[src/design/chm_ram.sv]
// Generic single-port-write, single-port-read RAM with registered read data.
// Depends on nothing.
`default_nettype none
module chm_ram #(
   parameter int WIDTH = 8,
   parameter int DEPTH = 16
) (
   input  wire logic                     clock,
   input  wire logic                     wr_en,
   input  wire logic [$clog2(DEPTH)-1:0] wr_addr,
   input  wire logic [WIDTH-1:0]         wr_data,
   input  wire logic [$clog2(DEPTH)-1:0] rd_addr,
   output logic      [WIDTH-1:0]         rd_data
);
   logic [WIDTH-1:0] mem_ff [DEPTH];

   always_ff @(posedge clock) begin
      if (wr_en) begin
         mem_ff[wr_addr] <= wr_data;
      end
      rd_data <= mem_ff[rd_addr];
   end
endmodule
`default_nettype wire
[config.mk]
export PLATFORM = sky130hd
export DESIGN_NAME = chm_ram
export DESIGN_NICKNAME = d
export VERILOG_FILES = /design/src/design/chm_ram.sv
export SDC_FILE = /design/constraint.sdc
export NUM_CORES = 1
export LEC_CHECK = 0
export ABC_AREA = 1
export BUFFER_PORTS_ARGS = -buffer_cell sky130_fd_sc_hd__clkbuf_2
export CORE_ASPECT_RATIO = 2
export CORE_MARGIN = 2
export CORE_UTILIZATION = 36
export DETAILED_ROUTE_END_ITERATION = 6
export PLACE_DENSITY = 0.55
export SETUP_SLACK_MARGIN = 0.02
export SYNTH_ARGS = -nofsm -noshare
export SYNTH_HDL_FRONTEND = slang
export SYNTH_SLANG_ARGS = --single-unit
[constraint.sdc]
create_clock -name clock -period 3 [get_ports clock]
set_input_delay 0.6 -clock clock [delete_from_list [all_inputs] [get_ports clock]]
set_output_delay 0.6 -clock clock [all_outputs]
set_load 0.02 [all_outputs]
==> flow_summary.json <==
{
  "avgSynthCellArea_um2": 10.5,
  "cts_hold_buf": 0,
  "ys_ff_latch": 136,
  "antenna_cells": 0,
  "worstPathRequired_ns": 3.31,
  "hold_depth": 3,
  "synth_nets": 569,
  "crit_chain": "clkbuf_2 -> buf_4 -> nand2_1 -> nand3_1 -> nand3_1 -> nand3_1 -> nand2_1",
  "grt_pass1_wl_um": 21400,
  "synth_top_family_by_area": "simple AND/OR/NAND/NOR gates",
  "ant_nets": 0,
  "port-buffer-count": 25,
  "root_buffer": "clkbuf_16",
  "hold_end": "rd_data[6]",
  "cp_top_family": "buffers and inverters",
  "viasPerCell": 4.67,
  "hold_start": "rd_addr[3]",
  "clkSinkCount": 136,
  "crit_type": "in2reg",
  "pre_cts_ws_ns": 0.949,
  "yosysSeqAreaShare_pct": 69.4,
  "finalSetupTns_ns": 0,
  "switching_power_mw": 0.964,
  "drc_errors": 0,
  "worst_slack_ns": 1.40,
  "p_int_mw": 3.55,
  "status": "complete, no violations",
  "grt_pass1_vias": 3874,
  "antenna_found_initial": 0,
  "clkLatencyLatePin_ns": 0.41,
  "start_util_pct": 36.7,
  "cts_tree": "done",
  "p_leak_nw": 2.86,
  "clock.fmax_ghz": 0.625,
  "core_area_um2": 15700,
  "setup_violations": 0,
  "ir_drop_uv": 355,
  "reg2reg_to": "rd_data[6]",
  "cts-resized-gates": 0,
  "hold_viol": 0,
  "cap_viol_max_count": 0,
  "seq_power_share_pct": 47.4,
  "seqCellArea_um2": 4000,
  "rsz0062_at_grt": "false",
  "postCtsSetupBuffers": 0,
  "cp_common_cell": "nand3_1",
  "ys_types": 12,
  "crit_buf_inv": 2,
  "dieArea_um2": 17100,
  "fp-row-count": 65,
  "routed_wire_length_per_instance_um": 17.3,
  "grt_usage_pct": 17.5,
  "synth_compound_area_share_pct": 0,
  "dieWidth_um": 93.5,
  "io_pins": 26,
  "post-route-period-util_pct": 53.4,
  "hold_path_class": "in2reg",
  "drive_gt1_share_pct": 11.1,
  "slowest_stage": "buf_4",
  "clockPowerShare_pct": 46.6,
  "synth_fa_ha_area_share_pct": 0,
  "comb_power_share_pct": 6.0,
  "drtIter0Drc": 231,
  "wirelength_um": 13700,
  "fillers": 1468,
  "worst_setup_path_start_kind": "input pin",
  "drt-pass1-iter-count": 4,
  "max-clock-path-buffers": 2,
  "grt-ovfl-total": 0,
  "cp.depth": 7,
  "cts_buffers": 17,
  "slew_viol_final": 0,
  "clkTransAtPathRegs_ns": 0.06,
  "rrSetupSlack_ns": 1.93,
  "worstPathArrival_ns": 1.91,
  "r2r-start": "mem_ff[7][6]",
  "crit_fanout": 64,
  "grt_max_degree": 65,
  "end_kind": "flop",
  "cp_slowest_stage_delay_ns": 0.54,
  "worst-r2r-cell-count": 6,
  "vias": 3706,
  "yosys_warnings": 0,
  "syn_area_um2": 5770,
  "gp_congestion": 0.864,
  "synth.area.mux_share_pct": 0,
  "clock_skew_ns": 0.00742,
  "hpwl_um": 9110,
  "synthToLayoutAreaGrowth_pct": 15.6,
  "synth-xor-area-share_pct": 0,
  "synthSimpleGateAreaFrac_pct": 21.0,
  "min_period_ns": 1.60,
  "die_h_um": 183,
  "htree_levels": 4,
  "switching_share_pct": 21.4,
  "synthCells": 551,
  "fin_nets": 598,
  "timing.slew.headroom_pct": 45.6,
  "multi_input_area_um2": 1210,
  "p_per_area_nw_per_um2": 677,
  "max_slew.worst_pin.slew_ns": 0.813
}
==> worst max-delay path by stage <==
| stage | startpoint | to | slack (ns) |
|---|---|---|---|
| 2_1_floorplan | wr_addr[2] | mem_ff[10][0] | 1.45 |
| 3_3_place_gp | rd_addr[0] | rd_data[5] | 0.97 |
| 3_5_place_dp | rd_addr[0] | rd_data[5] | 0.95 |
| 4_1_cts | rd_data[5] | rd_data[5] | 1.37 |
| 5_1_grt | rd_addr[0] | rd_data[5] | 1.28 |
| 6_report | rd_addr[0] | rd_data[6] | 1.40 |
==> power groups by stage <==
stage / clock network (mW) / logic, mW / registers (mW)
final: 2.10 / 0.270 / 2.14
after global routing: 2.22 / 0.301 / 2.14
after CTS: 2.13 / 0.276 / 2.14
after detailed placement: 0 / 0.275 / 2.18
after global placement: 0 / 0.272 / 2.18
after floorplan: 0 / 0.150 / 2.19
==> tightest hold or removal path, stage by stage <==
cell      delay (ns)
clkbuf_2        0.19
nand3_1         0.12
nand2_1         0.04
==> kinds of logic (layout without fill, tap and decap cells) <==
kind of cell           after synthesis  in the layout
buffers and inverters              126            168
DFF                                136            136
and+or+nand+nor                    289            289
==> synthesized netlist by cell type <==
library cell    n  area (µm²)
buf_2          13        65.1
buf_1           1        3.75
nand3_1        97         485
buf_6           6        67.6
nor2_1         17        63.8
inv_2           2        7.51
nand2_1       173         649
edfxtp_1      128        3840
dfxtp_1         8         160
buf_4           4        30.0
nand3b_1        2        15.0
inv_1         100         375
==> placed cells by master (no fill, tap or decap), drive strengths merged <==
cell	count
buf	9
bufinv	3
clkbuf	46
clkinv	3
clkinvlp	4
dfxtp	8
edfxtp	128
inv	103
nand2	173
nand3	97
nand3b	2
nor2	17
==> metrics by stage <==
step	std cells	cell area (µm²)	utilization (%)	power [mW]	hold WS [ns]
after floorplan	551	5770	-	2.34	0.607
after global placement	762	6060	38.6	2.45	0.646
after detailed placement	762	6060	38.6	2.45	0.665
after CTS	794	6670	42.5	4.55	0.568
after global routing	794	6670	42.5	4.66	0.591
final	794	6670	42.5	4.51	0.588
==> state kept, by name (all words and copies together), names as in the netlist <==
signal and cells:
mem_ff 128, rd_data 8
==> layer usage <==
layer | GRT usage (%) | wire, µm | vias to the layer above | share of wire (%)
met5 | 0 | 0 | - | 0
li1 | - | - | 1828 | -
met2 | 32.1 | 7930 | 101 | 58
met1 | 17.6 | 4830 | 1757 | 35
met3 | 2.96 | 536 | 20 | 3.9
met4 | 11.6 | 445 | 0 | 3.2
==> final cells by class <==
type	count	share of cell area, %
Clock buffer	21	6.91
Inverter	102	5.74
Clock inverter	11	2.22
Tap cell	201	3.77
Timing Repair Buffer	34	3.08
Multi-Input combinational cell	289	18.2
Sequential cell	136	60.1
(Power assumes the default switching activity.)
